**config.mk**
```make
export PLATFORM = sky130hd
export DESIGN_NAME = netstring_deframer_core_flat
export DESIGN_NICKNAME = d
export VERILOG_FILES = /design/src/rtl/core/nsd_pkg.sv /design/src/rtl/core/nsd_if.sv /design/src/rtl/core/nsd_front.sv /design/src/rtl/core/nsd_fifo.sv /design/src/rtl/core/nsd_back.sv /design/src/rtl/core/netstring_deframer_core.sv /design/src/flat_wrapper.sv
export VERILOG_INCLUDE_DIRS = /design/src /design/src/rtl/core
export SDC_FILE = /design/constraint.sdc
export NUM_CORES = 1
export LEC_CHECK = 0
export BUFFER_PORTS_ARGS = -buffer_cell sky130_fd_sc_hd__clkbuf_2
export CORE_ASPECT_RATIO = 0.8
export CORE_UTILIZATION = 56
export DETAILED_ROUTE_END_ITERATION = 6
export PLACE_DENSITY = 0.78
export REMOVE_ABC_BUFFERS = 1
export SKIP_CTS_REPAIR_TIMING = 1
export SLEW_MARGIN = 20
export SYNTH_ARGS = -nofsm -noshare
export SYNTH_HDL_FRONTEND = slang
export SYNTH_SLANG_ARGS = --single-unit
```
**constraint.sdc**
```tcl
create_clock -name clk -period 5.99 [get_ports clk]
set_input_delay 0.2995 -clock clk [delete_from_list [all_inputs] [get_ports clk]]
set_output_delay 0.2995 -clock clk [all_outputs]
set_load 0.02 [all_outputs]
```
**src/rtl/core/assert_macros.svh**
```systemverilog
// Assertion macros shared by the deframer RTL.
// Expects signals clk and rst_n in the scope of use.
`ifndef ASSERT_MACROS_SVH
`define ASSERT_MACROS_SVH

// Property checked on every clock edge outside reset.
`define NSD_ASSERT(label, prop, msg) \
    label: assert property (@(posedge clk) disable iff (!rst_n) (prop)) else $error(msg);

// Property checked on every clock edge, reset included.
`define NSD_ASSERT_ALWAYS(label, prop, msg) \
    label: assert property (@(posedge clk) (prop)) else $error(msg);

`endif

```
**src/rtl/core/nsd_pkg.sv**
```systemverilog
// Types and constants of the netstring deframer.
// No dependencies; used by every module of the block.
package nsd_pkg;

    localparam logic [7:0] CH_COLON = 8'h3A;
    localparam logic [7:0] CH_COMMA = 8'h2C;
    localparam logic [7:0] CH_ZERO  = 8'h30;
    localparam logic [7:0] CH_NINE  = 8'h39;

    localparam logic [31:0] MAX_LENGTH_RESET = 32'd65535;

    localparam logic [1:0] PH_LEN   = 2'd0;
    localparam logic [1:0] PH_DATA  = 2'd1;
    localparam logic [1:0] PH_COMMA = 2'd2;

    localparam logic [1:0] K_HDR  = 2'd0;
    localparam logic [1:0] K_DATA = 2'd1;
    localparam logic [1:0] K_DONE = 2'd2;
    localparam logic [1:0] K_ERR  = 2'd3;

    localparam logic [2:0] E_NONE    = 3'd0;
    localparam logic [2:0] E_NODIGIT = 3'd1;
    localparam logic [2:0] E_BADCHAR = 3'd2;
    localparam logic [2:0] E_TOOBIG  = 3'd3;
    localparam logic [2:0] E_NOCOMMA = 3'd4;

    localparam int Q_DEPTH = 2;
    localparam int Q_PTR_W = 1;
    localparam int Q_CNT_W = 2;

    // Classified input byte, as queued between front and back.
    typedef struct packed {
        logic       is_digit;
        logic       is_colon;
        logic       is_comma;
        logic [3:0] digit;
        logic [7:0] data;
    } class_t;

    // Queue head as seen by the back end.
    typedef struct packed {
        logic   valid;
        class_t entry;
    } q_head_t;

endpackage

```
**src/rtl/core/nsd_if.sv**
```systemverilog
// Valid/ready channel interfaces: raw byte input and parse result output.
// No dependencies.
interface nsd_byte_if;
    logic       valid;
    logic       ready;
    logic [7:0] in_byte;

    modport source (output valid, output in_byte, input ready);
    modport sink   (input valid, input in_byte, output ready);
endinterface

interface nsd_result_if;
    logic       valid;
    logic       ready;
    logic [1:0] kind;
    logic [7:0] payload_byte;
    logic       last_payload;
    logic [2:0] error_code;

    modport source (output valid, output kind, output payload_byte,
                    output last_payload, output error_code, input ready);
    modport sink   (input valid, input kind, input payload_byte,
                    input last_payload, input error_code, output ready);
endinterface

```
**src/rtl/core/nsd_front.sv**
```systemverilog
// Front end: accepts raw bytes and classifies them for the parser.
// Depends on nsd_pkg and nsd_byte_if.
module nsd_front (
    nsd_byte_if.sink       bytes,
    input  logic           q_full,
    output logic           push,
    output nsd_pkg::class_t push_entry
);
    import nsd_pkg::*;

    logic [7:0] diff;

    assign bytes.ready = !q_full;
    assign push        = bytes.valid && !q_full;
    assign diff        = bytes.in_byte - CH_ZERO;

    always_comb
    begin
        push_entry.data     = bytes.in_byte;
        push_entry.is_digit = (bytes.in_byte >= CH_ZERO) && (bytes.in_byte <= CH_NINE);
        push_entry.is_colon = (bytes.in_byte == CH_COLON);
        push_entry.is_comma = (bytes.in_byte == CH_COMMA);
        push_entry.digit    = diff[3:0];
    end

endmodule

```
**src/rtl/core/nsd_fifo.sv**
```systemverilog
// Short queue of classified bytes between front and back end.
// Depends on nsd_pkg and assert_macros.svh.
`include "assert_macros.svh"

module nsd_fifo (
    input  logic            clk,
    input  logic            rst_n,
    input  logic            push,
    input  nsd_pkg::class_t push_entry,
    input  logic            pop,
    output logic            full,
    output nsd_pkg::q_head_t head
);
    import nsd_pkg::*;

    class_t             mem [Q_DEPTH];
    logic [Q_PTR_W-1:0] wr_ptr_reg;
    logic [Q_PTR_W-1:0] rd_ptr_reg;
    logic [Q_CNT_W-1:0] count_reg;
    logic [Q_CNT_W-1:0] count_next;
    logic               do_pop;

    assign full       = (count_reg == Q_CNT_W'(Q_DEPTH));
    assign do_pop     = pop && (count_reg != '0);
    assign head.valid = (count_reg != '0);
    assign head.entry = mem[rd_ptr_reg];

    always_comb
    begin
        count_next = count_reg;
        if (push && !do_pop)
        begin
            count_next = count_reg + 1'b1;
        end
        else if (do_pop && !push)
        begin
            count_next = count_reg - 1'b1;
        end
    end

    always_ff @(posedge clk)
    begin
        if (push)
        begin
            mem[wr_ptr_reg] <= push_entry;
        end
    end

    always_ff @(posedge clk or negedge rst_n)
    begin
        if (!rst_n)
        begin
            wr_ptr_reg <= '0;
            rd_ptr_reg <= '0;
            count_reg  <= '0;
        end
        else
        begin
            if (push)
            begin
                wr_ptr_reg <= wr_ptr_reg + 1'b1;
            end
            if (do_pop)
            begin
                rd_ptr_reg <= rd_ptr_reg + 1'b1;
            end
            count_reg <= count_next;
        end
    end

    `NSD_ASSERT_ALWAYS(a_count_bound, count_reg <= Q_CNT_W'(Q_DEPTH), "queue count over depth")

endmodule

```
**src/rtl/core/nsd_back.sv**
```systemverilog
// Back end: netstring parser state and registered result stage.
// Depends on nsd_pkg, nsd_result_if and assert_macros.svh.
`include "assert_macros.svh"

module nsd_back #(
    parameter int LEN_BITS = 32
) (
    input  logic             clk,
    input  logic             rst_n,
    input  logic [31:0]      max_length,
    input  nsd_pkg::q_head_t head,
    output logic             pop,
    nsd_result_if.source     results
);
    import nsd_pkg::*;

    localparam int CW = (LEN_BITS + 4 > 32) ? LEN_BITS + 4 : 32;

    logic [1:0]          phase_reg, phase_next;
    logic                seen_reg, seen_next;
    logic [LEN_BITS-1:0] count_reg, count_next;

    logic                valid_reg;
    logic [1:0]          kind_reg, kind_next;
    logic [7:0]          data_reg, data_next;
    logic                last_reg, last_next;
    logic [2:0]          err_reg, err_next;

    logic [CW-1:0]       new_len;
    logic [CW-1:0]       limit_ext;
    logic                too_big;
    logic [LEN_BITS-1:0] count_dec;
    class_t              e;

    assign e         = head.entry;
    assign pop       = head.valid && (!valid_reg || results.ready);
    assign limit_ext = CW'(max_length);
    assign new_len   = (CW'(count_reg) << 3) + (CW'(count_reg) << 1) + CW'(e.digit);
    assign too_big   = (new_len > limit_ext) || (new_len[CW-1:LEN_BITS] != '0);
    assign count_dec = count_reg - 1'b1;

    always_comb
    begin
        phase_next = phase_reg;
        seen_next  = seen_reg;
        count_next = count_reg;
        kind_next  = K_HDR;
        data_next  = '0;
        last_next  = 1'b0;
        err_next   = E_NONE;
        case (phase_reg)
            PH_DATA:
            begin
                count_next = count_dec;
                kind_next  = K_DATA;
                data_next  = e.data;
                last_next  = (count_dec == '0);
                if (count_dec == '0)
                begin
                    phase_next = PH_COMMA;
                end
            end
            PH_COMMA:
            begin
                phase_next = PH_LEN;
                seen_next  = 1'b0;
                count_next = '0;
                if (e.is_comma)
                begin
                    kind_next = K_DONE;
                end
                else
                begin
                    kind_next = K_ERR;
                    err_next  = E_NOCOMMA;
                end
            end
            default:
            begin
                // length digits; the unused code behaves the same
                phase_next = PH_LEN;
                if (e.is_digit && !too_big)
                begin
                    count_next = new_len[LEN_BITS-1:0];
                    seen_next  = 1'b1;
                end
                else if (e.is_digit || !seen_reg || !e.is_colon)
                begin
                    seen_next  = 1'b0;
                    count_next = '0;
                    kind_next  = K_ERR;
                    if (e.is_digit)
                    begin
                        err_next = E_TOOBIG;
                    end
                    else if (!seen_reg)
                    begin
                        err_next = E_NODIGIT;
                    end
                    else
                    begin
                        err_next = E_BADCHAR;
                    end
                end
                else
                begin
                    phase_next = (count_reg == '0) ? PH_COMMA : PH_DATA;
                end
            end
        endcase
    end

    always_ff @(posedge clk or negedge rst_n)
    begin
        if (!rst_n)
        begin
            phase_reg <= PH_LEN;
            seen_reg  <= 1'b0;
            count_reg <= '0;
            valid_reg <= 1'b0;
        end
        else
        begin
            if (pop)
            begin
                phase_reg <= phase_next;
                seen_reg  <= seen_next;
                count_reg <= count_next;
                valid_reg <= 1'b1;
            end
            else if (results.ready)
            begin
                valid_reg <= 1'b0;
            end
        end
    end

    // hold the result until the sink takes it
    always_ff @(posedge clk)
    begin
        if (pop)
        begin
            kind_reg <= kind_next;
            data_reg <= data_next;
            last_reg <= last_next;
            err_reg  <= err_next;
        end
    end

    assign results.valid        = valid_reg;
    assign results.kind         = kind_reg;
    assign results.payload_byte = data_reg;
    assign results.last_payload = last_reg;
    assign results.error_code   = err_reg;

    `NSD_ASSERT(a_data_count, (phase_reg == PH_DATA) |-> (count_reg != '0), "data phase with zero count")
    `NSD_ASSERT(a_last_kind, (valid_reg && last_reg) |-> (kind_reg == K_DATA), "last mark off data")
    `NSD_ASSERT(a_err_kind, valid_reg |-> ((err_reg != E_NONE) == (kind_reg == K_ERR)), "error code mismatch")

endmodule

```
**src/rtl/core/netstring_deframer_core.sv**
```systemverilog
// Netstring deframer: one byte in, one parse result out per byte.
// Each byte is written to the queue, then to the result register once that is free.
// Throughput: one byte per cycle while the result sink keeps ready high.
// Reset (rst_n low, asynchronous): parser waits for length digits, queue and result
// register empty, max_length back to 65535. No clearing pass; ready after reset.
module netstring_deframer_core #(
    parameter int LEN_BITS = 32
) (
    input  logic          clk,
    input  logic          rst_n,
    input  logic          cfg_wr_en,
    input  logic [31:0]   cfg_wr_data,
    nsd_byte_if.sink      bytes,
    nsd_result_if.source  results
);
    import nsd_pkg::*;

    logic       [31:0] max_length_reg;
    logic              q_full;
    logic              push;
    class_t            push_entry;
    logic              pop;
    q_head_t           head;

    always_ff @(posedge clk or negedge rst_n)
    begin
        if (!rst_n)
        begin
            max_length_reg <= MAX_LENGTH_RESET;
        end
        else if (cfg_wr_en)
        begin
            max_length_reg <= cfg_wr_data;
        end
    end

    nsd_front u_front (
        .bytes      (bytes),
        .q_full     (q_full),
        .push       (push),
        .push_entry (push_entry)
    );

    nsd_fifo u_fifo (
        .clk        (clk),
        .rst_n      (rst_n),
        .push       (push),
        .push_entry (push_entry),
        .pop        (pop),
        .full       (q_full),
        .head       (head)
    );

    nsd_back #(
        .LEN_BITS (LEN_BITS)
    ) u_back (
        .clk        (clk),
        .rst_n      (rst_n),
        .max_length (max_length_reg),
        .head       (head),
        .pop        (pop),
        .results    (results)
    );

endmodule

```
**src/flat_wrapper.sv**
```systemverilog
// flat-port wrapper written by rule: the top's interface ports become plain ports
module netstring_deframer_core_flat import nsd_pkg::*;
#(
    parameter int LEN_BITS = 32
)
  (clk, rst_n, cfg_wr_en, cfg_wr_data, bytes_valid, bytes_in_byte, bytes_ready, results_valid, results_kind, results_payload_byte, results_last_payload, results_error_code, results_ready);
  nsd_byte_if bytes_i ();
  nsd_result_if results_i ();
  input  logic clk;
  input  logic rst_n;
  input  logic cfg_wr_en;
  input  logic [31:0] cfg_wr_data;
  input wire logic [$bits(bytes_i.valid)-1:0] bytes_valid;
  input wire logic [$bits(bytes_i.in_byte)-1:0] bytes_in_byte;
  output wire logic [$bits(bytes_i.ready)-1:0] bytes_ready;
  output wire logic [$bits(results_i.valid)-1:0] results_valid;
  output wire logic [$bits(results_i.kind)-1:0] results_kind;
  output wire logic [$bits(results_i.payload_byte)-1:0] results_payload_byte;
  output wire logic [$bits(results_i.last_payload)-1:0] results_last_payload;
  output wire logic [$bits(results_i.error_code)-1:0] results_error_code;
  input wire logic [$bits(results_i.ready)-1:0] results_ready;
  assign bytes_i.valid = bytes_valid;
  assign bytes_i.in_byte = bytes_in_byte;
  assign bytes_ready = bytes_i.ready;
  assign results_valid = results_i.valid;
  assign results_kind = results_i.kind;
  assign results_payload_byte = results_i.payload_byte;
  assign results_last_payload = results_i.last_payload;
  assign results_error_code = results_i.error_code;
  assign results_i.ready = results_ready;
  netstring_deframer_core #(.LEN_BITS(LEN_BITS)) u_core (.clk(clk), .rst_n(rst_n), .cfg_wr_en(cfg_wr_en), .cfg_wr_data(cfg_wr_data), .bytes(bytes_i), .results(results_i));
endmodule
```
==> results of run 1 <==
## logic make-up (layout without fill, tap and decap cells)
logic type	Yosys count	count (layout)
compound gates	292	292
xor+xnor	41	41
fa+ha+maj	102	102
buf+inv	94	132
flops	108	108
mux	16	16
simple gates	301	301
## cell usage in the layout (no fill, tap or decap), drive strengths merged, types with 7 or more instances in the layout
cell    count
o21ai     110
nand2     104
ha        100
a21oi      74
clkbuf     69
dfrtp      56
inv        52
nor2       49
edfxtp     36
nor3       29
a21o       27
xnor2      23
nor4       22
nand4      19
xor2       18
dfstp      16
nand3      12
nor2b      10
mux2i       9
a31oi       8
and2        8
nand2b      8
and3        7
or3         7
buf         7
mux2        7
## stage by stage
stage	cells	setup slack, ns	utilization, %	cell area (um2)
after floorplan	911	0.3118	-	8243
after global placement	1160	0.3701	61.11	8826
after detailed placement	1160	0.2141	61.11	8826
after CTS	1176	0.2029	63.14	9120
after global routing	1176	0.05196	63.31	9145
final	1176	0.3964	63.31	9145
## power by group through the flow
stage	Combinational [W]	Sequential, W	Clock [W]
6_report	0.00240	0.00120	0.000613
5_1_grt	0.00266	0.00122	0.000646
4_1_cts	0.00235	0.00119	0.000620
3_5_place_dp	0.00233	0.00120	0
3_3_place_gp	0.00229	0.00119	0
2_1_floorplan	0.00162	0.00121	0
## final timing paths
kind / cells past startpoint / endpoint / from / slack (ns)
worst max-delay path: 20 / u_core.u_back.count_reg[6] / u_core.u_fifo.rd_ptr_reg / 0.40
worst min-delay path: 1 / u_core.u_back.results.valid / rst_n / 0.07
worst max register to register: 20 / u_core.u_back.count_reg[6] / u_core.u_fifo.rd_ptr_reg / 0.40
worst min register to register: 1 / u_core.u_fifo.wr_ptr_reg / u_core.u_fifo.wr_ptr_reg / 0.49
max in group asynchronous: 1 / u_core.u_back.count_reg[10] / rst_n / 5.27
min in group clk: 3 / u_core.max_length_reg[6] / cfg_wr_data[6] / 0.13
## worst reg2reg max path, stage by stage (launching register included)
cell,delay (ns)
dfrtp_1,0.48
buf_4,0.26
mux2_2,0.37
ha_1,0.19
ha_1,0.22
fa_1,0.41
a21o_1,0.23
a311oi_2,0.34
or4b_1,0.18
nand3_1,0.14
xor2_1,0.19
ha_1,0.28
nand4_1,0.18
or4_1,0.62
nor4_1,0.31
a211oi_1,0.07
o21ai_1,0.14
o2111ai_2,0.23
nor3_2,0.28
buf_12,0.23
a211o_1,0.16
## layer usage
metal  share of wire, %  up-vias  GRT usage (%)  routed length, um
met3                9.2       30          6.581               2083
met2                 42      384          43.97               9607
met1                 47     3602          45.90              10670
met4                1.5        0          6.593                332
met5                  0        -              0                  0
li1                   -     3581              -                  -
## area by class of cell
class / instances / area [um2] / share of cell area (%)
clock buffer: 11 / 232.7 / 2.545
clock inverter: 5 / 61.31 / 0.6704
inverter: 51 / 191.4 / 2.093
multi-input combinational: 752 / 5174 / 56.57
sequential: 108 / 2903 / 31.74
tap: 184 / 230.2 / 2.517
timing repair buffer: 65 / 352.8 / 3.858
==> results.toml, run 1 <==
[min_path]
hold_class = "input pin to async pin"

[run]
maxCapViolCount = 0

[die]
die_area_mm2 = 0.01551
ioPinCount = 61
num_rows = 39
initial_core_util_pct = 58.20
design.core.area_mm2 = 0.01444
die_x_um = 139.0
die_y_um = 111.6

[setup_path]
cp-end-kind = "flip-flop"
max_stage_delay_ns = 0.62
crit_path_max_fanout = 28
worstPathCellList = "buf_4 -> mux2_2 -> ha_1 -> ha_1 -> fa_1 -> a21o_1 -> a311oi_2 -> or4b_1 -> nand3_1 -> xor2_1 -> ha_1 -> nand4_1 -> or4_1 -> nor4_1 -> a211oi_1 -> o21ai_1 -> o2111ai_2 -> nor3_2 -> buf_12 -> a211o_1"
required_ns = 6.29
cp_top_family = "simple AND/OR/NAND/NOR gates"
critical_path_buf_inv_count = 2
slowest_stage = "or4_1"
cp-start-kind = "flip-flop"
path_common_cell = "ha_1"
path_class = "flip-flop to flip-flop"
worstPathArrival_ns = 5.89

[timing]
worst_hold_slack_ns = 0.07482
hold_violations = 0
post-route-period-util_pct = 93.38
rsz0062_at_grt = "no"
fin_skew_ns = 0.007213
timing.fmax_mhz = 178.8
slew_violations = 0
fin_tns_setup_ns = 0
tightest_slew_ns = 1.034
relSlewSlack_pct = 30.80
setup_viol = 0
finalWorstPathRequiredPeriod_ns = 5.594

[route]
ant_nets = 0
drc_errors = 7
wl_um = 22690
vias_per_cell = 6.460
drtPass1Iterations = 7
detail_route.iter0.violations = 927
wl_per_cell_um = 19.30
vias = 7597

[pwr]
ir_worst_vdd_uv = 263.0
power.share.clock_pct = 14.5
power.switching_w = 0.002016
p_leak_nw = 4.416
combPwrFrac_pct = 57.0
pwr_density_cell_mw_per_mm2 = 461.1
p_total_w = 0.004217
p_int_w = 0.002201
pwr-share-seq_pct = 28.4
swShare_pct = 47.80

[yosys]
muxShareOfSynthArea_pct = 2.054
async_flop_share_pct = 66.67
syn_inst = 954
synth_xor_area_share_pct = 4.271
synth_commonest_cells = "nand2_1, ha_1, o21ai_0"
ys_seq_area_share_pct = 34.53
synth.distinct_cells = 71
synth_top_family_by_area = "compound AO/OA/AOI/OAI gates"
synth_ff_type = "dfrtp_1"
yosysWarnings = 0
syn-cell-area_mm2 = 0.008407
synth-seq-cells = 108
synth_top_area_share_pct = 16.67
synth_compound_area_share_pct = 21.37
postSynthAreaPerCell_um2 = 8.812
yosysMostFrequentCell = "nand2_1"
synth_fa_ha_area_share_pct = 15.36
synth_enable_flop_cells = 36
synth_area_leaders = "dfrtp_1, ha_1, edfxtp_1, o21ai_0, dfstp_2"
synth_area_leader_cell = "dfrtp_1"
synthSimpleGateAreaFrac_pct = 18.19

[clock_network]
clkTransAtPathRegs_ns = 0.07
cts_buffer_depth = 2
clk-insertion-delay-late_ns = 0.36
cts_tree = "done"
cts_made_buffers = 9
cts_sinks = 108
root_buffer = "clkbuf_16"
htree_levels = 3

[place]
hpwl_um = 16820
gp_congestion = 0.9695
io_buffer_count = 60

[layout]
area_delta_synth_final_pct = 8.781
n_fill_cell = 1277
diodes = 0
drive_above_1_share_pct = 11.29
nNetsFinal = 1134

[grt]
grt_max_degree = 73
grt_usage_pct = 30.30
grt_pass1_wl_um = 36920
grt_pass1_vias = 6756
grt_overflow = 0
antenna_found_initial = 0

[outcome]
violations = "design-rule violations"
status = "finished with violations"
Note: power is estimated with default switching activity, not from simulation.
==> run 2: changes to the inputs <==
RECOVER_POWER = 100   (was unset)
==> run 2 against run 1 <==
Effect of this change:
- the flow finishes with violations (design-rule violations, max-capacitance violations, max-slew violations)
- sequential power is essentially flat
- final cell count is the same
- critical path depth is the same
- register-to-register slack is essentially flat
- global-route usage is the same
- core utilization shrank 0.24 points
- die area is the same
- via count is essentially flat
- power shrank 0.28%
- design area shrank 0.38%
- critical endpoint unchanged
==> results.toml, run 2 (same netlist as run 1, synthesis figures left out) <==
[route]
drtPass1Iterations = 7
ant_nets = 0
detail_route.iter0.violations = 821
vias_per_cell = 6.456
drc_errors = 6
vias = 7592
wl_per_cell_um = 19.36
wl_um = 22770

[layout]
drive_above_1_share_pct = 8.468
postLayoutCoreUtil_pct = 63.07
diodes = 0
nNetsFinal = 1134
layout_commonest_cell = "nand2_1"
layout_common_cells = "nand2_1, ha_1, o21ai_0"
area_delta_synth_final_pct = 8.364

[min_path]
hold_class = "input pin to flip-flop"
holdPathEnd = "u_core.max_length_reg[6]"
hold_depth = 3
min_from = "cfg_wr_data[6]"

[setup_path]
r2r_end = "u_core.u_back.count_reg[6]"
r2r-start = "u_core.u_fifo.rd_ptr_reg"
crit_path_max_fanout = 28
required_ns = 6.29
r2r_slack_ns = 0.39
cp-end-kind = "flip-flop"
path_class = "flip-flop to flip-flop"
reg2reg_depth = 20
worstPathArrival_ns = 5.90
cp-start-kind = "flip-flop"

[clock_network]
root_buffer = "clkbuf_16"
htree_levels = 3
cts_sinks = 108
cts_made_buffers = 9
clkTransAtPathRegs_ns = 0.07
clk-insertion-delay-late_ns = 0.36
cts_tree = "done"
cts_buffer_depth = 2

[pwr]
p_leak_nw = 4.338
pwr_density_cell_mw_per_mm2 = 461.6
ir_worst_vdd_uv = 266.5

[die]
ioPinCount = 61
die_y_um = 111.6
die_area_mm2 = 0.01551
die_x_um = 139.0
design.core.area_mm2 = 0.01444
initial_core_util_pct = 58.20
num_rows = 39

[place]
place_ws_ns = 0.2141
io_buffer_count = 60
hpwl_um = 16820
gp_congestion = 0.9695

[grt]
use_met2_pct = 43.97
grt_pass1_vias = 6756
grt_pass1_wl_um = 36920
grt_overflow = 0
met3_usage_pct = 6.581
antenna_found_initial = 0
grt_max_degree = 73
grt_usage_pct = 30.30
busiest_layer = "met1"
met1_usage_pct = 45.90

[timing]
rsz0062_at_grt = "no"
relSlewSlack_pct = -170.5
fin_tns_setup_ns = 0
setup_ws_ns = 0.3938
finalWorstPathRequiredPeriod_ns = 5.596
fin_skew_ns = 0.008091
setup_viol = 0
tightest_slew_ns = 4.057
worst_hold_slack_ns = 0.1276
hold_violations = 0
slew_violations = 137
timing.fmax_mhz = 178.7
post-route-period-util_pct = 93.43

[run]
maxCapViolCount = 2

[outcome]
status = "finished with violations"
violations = "design-rule violations, max-capacitance violations, max-slew violations"
==> run 2: changes by cell type in the layout (fill, tap and decap cells not counted) <==
| cell | delta |
|---|---|
| buf_4 | -1 |
| clkbuf_1 | +26 |
| buf_2 | -1 |
| mux2_1 | +2 |
| mux2_2 | -2 |
| o21ai_1 | -2 |
| clkbuf_2 | -24 |
| o21ai_0 | +2 |
==> run 2: area by class of cell <==
class / count / area, um2
clock buffers: 11 / 232.7
clock inverters: 5 / 61.31
fillers: 1286 / 5334
inverters: 51 / 191.4
multi-input cells: 752 / 5174
flip-flops and latches: 108 / 2903
well taps: 184 / 230.2
repair buffers: 65 / 317.8
==> run 2: power by group <==
| part | internal (W) | leakage [nW] | switching, W |
|---|---|---|---|
| combinational | 0.000878 | 2.95 | 0.00151 |
| clock | 0.000328 | 0.144 | 0.000287 |
| sequential | 0.000982 | 1.24 | 0.000218 |
| total | 0.00219 | 4.34 | 0.00202 |
==> run 2: how the worst max path moves through the flow <==
stage,start,end,cells past startpoint,slack [ns]
after floorplan,u_core.u_fifo.rd_ptr_reg,u_core.u_back.count_reg[18],17,0.31
after global placement,u_core.u_fifo.rd_ptr_reg,u_core.u_back.count_reg[9],20,0.37
after detailed placement,u_core.u_fifo.rd_ptr_reg,u_core.u_back.count_reg[6],20,0.21
after CTS,u_core.u_fifo.rd_ptr_reg,u_core.u_back.count_reg[21],20,0.20
after global routing,u_core.u_fifo.rd_ptr_reg,u_core.u_back.count_reg[8],20,0.05
final,u_core.u_fifo.rd_ptr_reg,u_core.u_back.count_reg[6],20,0.39
==> run 2: through the flow <==
stage / power (W) / std cells / instance area [um2]
after global placement: 0.003483 / 1160 / 8826
after floorplan: 0.002831 / 911 / 8243
final: 0.004205 / 1176 / 9110
after detailed placement: 0.003534 / 1160 / 8826
after CTS: 0.004162 / 1176 / 9120
after global routing: 0.004517 / 1176 / 9110
==> run 2: worst max-delay path, stage by stage, from the launching register on <==
cell and delay (ns):
dfrtp_1 0.47, buf_4 0.26, mux2_2 0.37, ha_1 0.19, ha_1 0.22, fa_1 0.41, a21o_1 0.23, a311oi_2 0.33
or4b_1 0.18, nand3_1 0.14, xor2_1 0.20, ha_1 0.28, nand4_1 0.18, or4_1 0.62, nor4_1 0.31, a211oi_1 0.07
o21ai_1 0.14, o2111ai_2 0.24, nor3_2 0.28, buf_12 0.23, a211o_1 0.15
==> run 2: metal layers <==
metal,wire (um),vias to the layer above,part of all wire (%)
met2,9650,372,42
met5,0,-,0
met4,306,0,1.3
li1,-,3581,-
met3,2233,26,9.8
met1,10580,3613,46
==> run 3: changes to the inputs <==
PLACE_DENSITY = 0.79   (was 0.78)
SYNTH_HIERARCHICAL = 1   (was unset)
==> run 3 against run 2 <==
Effect of this change:
- via count decreased by 4.0%
- sequential share of layout area fell by 0.34 points
- sequential cell count grew 8
- synthesized area increased by 6.9%
- worst setup slack got worse by 0.34 ns
- highest routed layer unchanged
- hold slack worse by 0.036 ns
- core utilization rose by 0.23 points
- power rose by 25%
- count of clock-buffer cells in the layout up 11
- sequential power is 9% higher
- the flow finishes with violations (max-capacitance violations, max-slew violations)
==> results.toml, run 3 <==
[outcome]
status = "finished with violations"
violations = "max-capacitance violations, max-slew violations"

[layout]
layout_commonest_cell = "ha_1"
fin_area_mm2 = 0.009970
layout_common_cells = "ha_1, a21oi_1, dfrtp_1"
diodes = 0
drive_above_1_share_pct = 15.42
instances_no_fill = 1181
nNetsFinal = 1100
area_delta_synth_final_pct = 10.96

[timing]
post-route-period-util_pct = 99.07
relSlewSlack_pct = -171.8
setup_viol = 0
tightest_slew_ns = 4.077
finalWorstPathRequiredPeriod_ns = 5.935
timing.fmax_mhz = 168.5
fin_tns_setup_ns = 0
fin_skew_ns = 0.009126
hold_violations = 0
slew_violations = 106

[grt]
grt_usage_pct = 27.88
antenna_found_initial = 0
grt_pass1_vias = 6773
grt_overflow = 0
grt_max_degree = 73
grt_pass1_wl_um = 35160

[yosys]
synth-seq-cells = 116
postSynthAreaPerCell_um2 = 10.07
synth_area_leader_cell = "dfrtp_1"
synth_ff_type = "dfrtp_1"
syn_inst = 892
async_flop_share_pct = 62.07
synth_area_leaders = "dfrtp_1, edfxtp_1, ha_1, mux2_4, dfstp_2"
yosysWarnings = 6
syn-cell-area_mm2 = 0.008985
synth_commonest_cells = "ha_1, a21oi_1, o21ai_0"
synth.distinct_cells = 89
synth_top_area_share_pct = 15.60
synth_enable_flop_cells = 44
yosysMostFrequentCell = "ha_1"
ys_seq_area_share_pct = 34.98

[route]
vias = 7291
ant_nets = 0
wl_um = 22210
wl_per_cell_um = 18.81
drc_errors = 0
vias_per_cell = 6.174
detail_route.iter0.violations = 604
drtPass1Iterations = 5

[place]
gp_congestion = 0.9357
dp.cells = 1142
hpwl_um = 15790
placed_area_mm2 = 0.009428
io_buffer_count = 60

[clock_network]
clkTransAtPathRegs_ns = 0.06
root_buffer = "clkbuf_16"
htree_levels = 4
cts_tree = "done"
cts_made_buffers = 17
cts_buffer_depth = 2
cts_sinks = 116
clk-insertion-delay-late_ns = 0.42

[run]
maxCapViolCount = 2

[die]
die_y_um = 115.3
die_area_mm2 = 0.01656
ioPinCount = 61
die_x_um = 143.6
num_rows = 41
initial_core_util_pct = 57.05
design.core.area_mm2 = 0.01575

[pwr]
p_leak_nw = 4.813
ir_worst_vdd_uv = 231.8
p_total_w = 0.005262
pwr_density_cell_mw_per_mm2 = 527.8

[setup_path]
crit_path_max_fanout = 5
max_stage_delay_ns = 0.49
worstPathArrival_ns = 6.11
required_ns = 6.17
cp-start-kind = "flip-flop"
cp-end-kind = "flip-flop"
path_class = "flip-flop to flip-flop"
worstPathCellList = "mux2_4 -> fa_1 -> ha_1 -> a211o_1 -> a2111o_1 -> a31o_1 -> nor3b_4 -> o21a_1 -> nor2_2 -> o21ai_1 -> xor2_1 -> ha_1 -> a21oi_1 -> o21ai_1 -> a211o_1 -> a221o_1 -> a211oi_1 -> o21ai_0 -> a41o_1 -> or3_4 -> a31o_2"
slowest_stage = "fa_1"

[min_path]
hold_class = "input pin to flip-flop"
## run 3: cell count changes after synthesis, sizes merged, moves of 9 or more
cell / delta
a21oi: -11
nor4: -12
o21ai: -47
clkbuf: -20
mux2: +42
buf: +22
nand2: -49
mux2i: -9
a21o: +13
## run 3: where the power goes
part	switching, W	internal (W)
clock	0.000363	0.000713
combinational	0.00174	0.00114
sequential	0.000230	0.00108
total	0.00233	0.00293
## run 3: per-stage QoR
step | worst slack (ns) | utilization, % | hold slack (ns)
after floorplan | -0.8528 | - | 0.003909
after global placement | 0.1085 | 59.86 | 0.4715
after detailed placement | 0.01599 | 59.86 | 0.4787
after CTS | -0.007570 | 63.79 | 0.05300
after global routing | -0.08381 | 63.30 | 0.07642
final | 0.05545 | 63.30 | 0.09115
## run 3: final timing paths
check,startpoint,endpoint,slack (ns),depth (start not counted)
max in group asynchronous,rst_n,u_core/max_length_reg[29],2.39,1
min in group asynchronous,rst_n,u_core/max_length_reg[17],1.29,1
worst max-delay path,u_core/u_fifo/rd_ptr_reg,u_core/u_back/results.kind[1],0.06,21
worst min-delay path,cfg_wr_data[18],u_core/max_length_reg[18],0.09,2
worst min register to register,u_core/max_length_reg[22],u_core/max_length_reg[22],0.49,1
worst max register to register,u_core/u_fifo/rd_ptr_reg,u_core/u_back/results.kind[1],0.06,21
## run 3: cells by family (layout without fill, tap and decap cells)
logic type                 Yosys count  in the layout  share of synthesized area (%)
AOI/OAI and AO/OA                  243            243                          17.71
and+or+nand+nor                    250            250                          15.93
DFF                                116            116                          34.98
muxes                               49             49                          7.771
adders and majority gates          102            102                          14.37
xor gates and xnor gates            38             38                          3.704
buffers and inverters               94            168                          5.529
## run 3: cell type report
class | count | area, um2
fill | 1298 | 5779
multi-input combinational | 682 | 5261
sequential | 116 | 3143
timing repair buffer | 87 | 494.2
clock buffer | 22 | 464.2
tap | 215 | 269.0
inverter | 49 | 183.9
clock inverter | 10 | 153.9
## run 3: worst max-delay path: cells and delay by family, from the launching register on
family | cells | cell delay, ns
compound gates | 13 | 2.94
fa+ha+maj | 3 | 1.09
simple gates | 3 | 0.74
flops | 1 | 0.38
mux | 1 | 0.31
xor+xnor | 1 | 0.21
## run 3: metal layers
layer	routed length (um)	up-vias	part of all wire (%)	GRT usage, %
li1	-	3442	-	-
met2	9936	259	45	41.55
met3	1654	22	7.4	7.913
met4	272	0	1.2	7.589
met1	10350	3568	47	39.51
met5	0	-	0	0
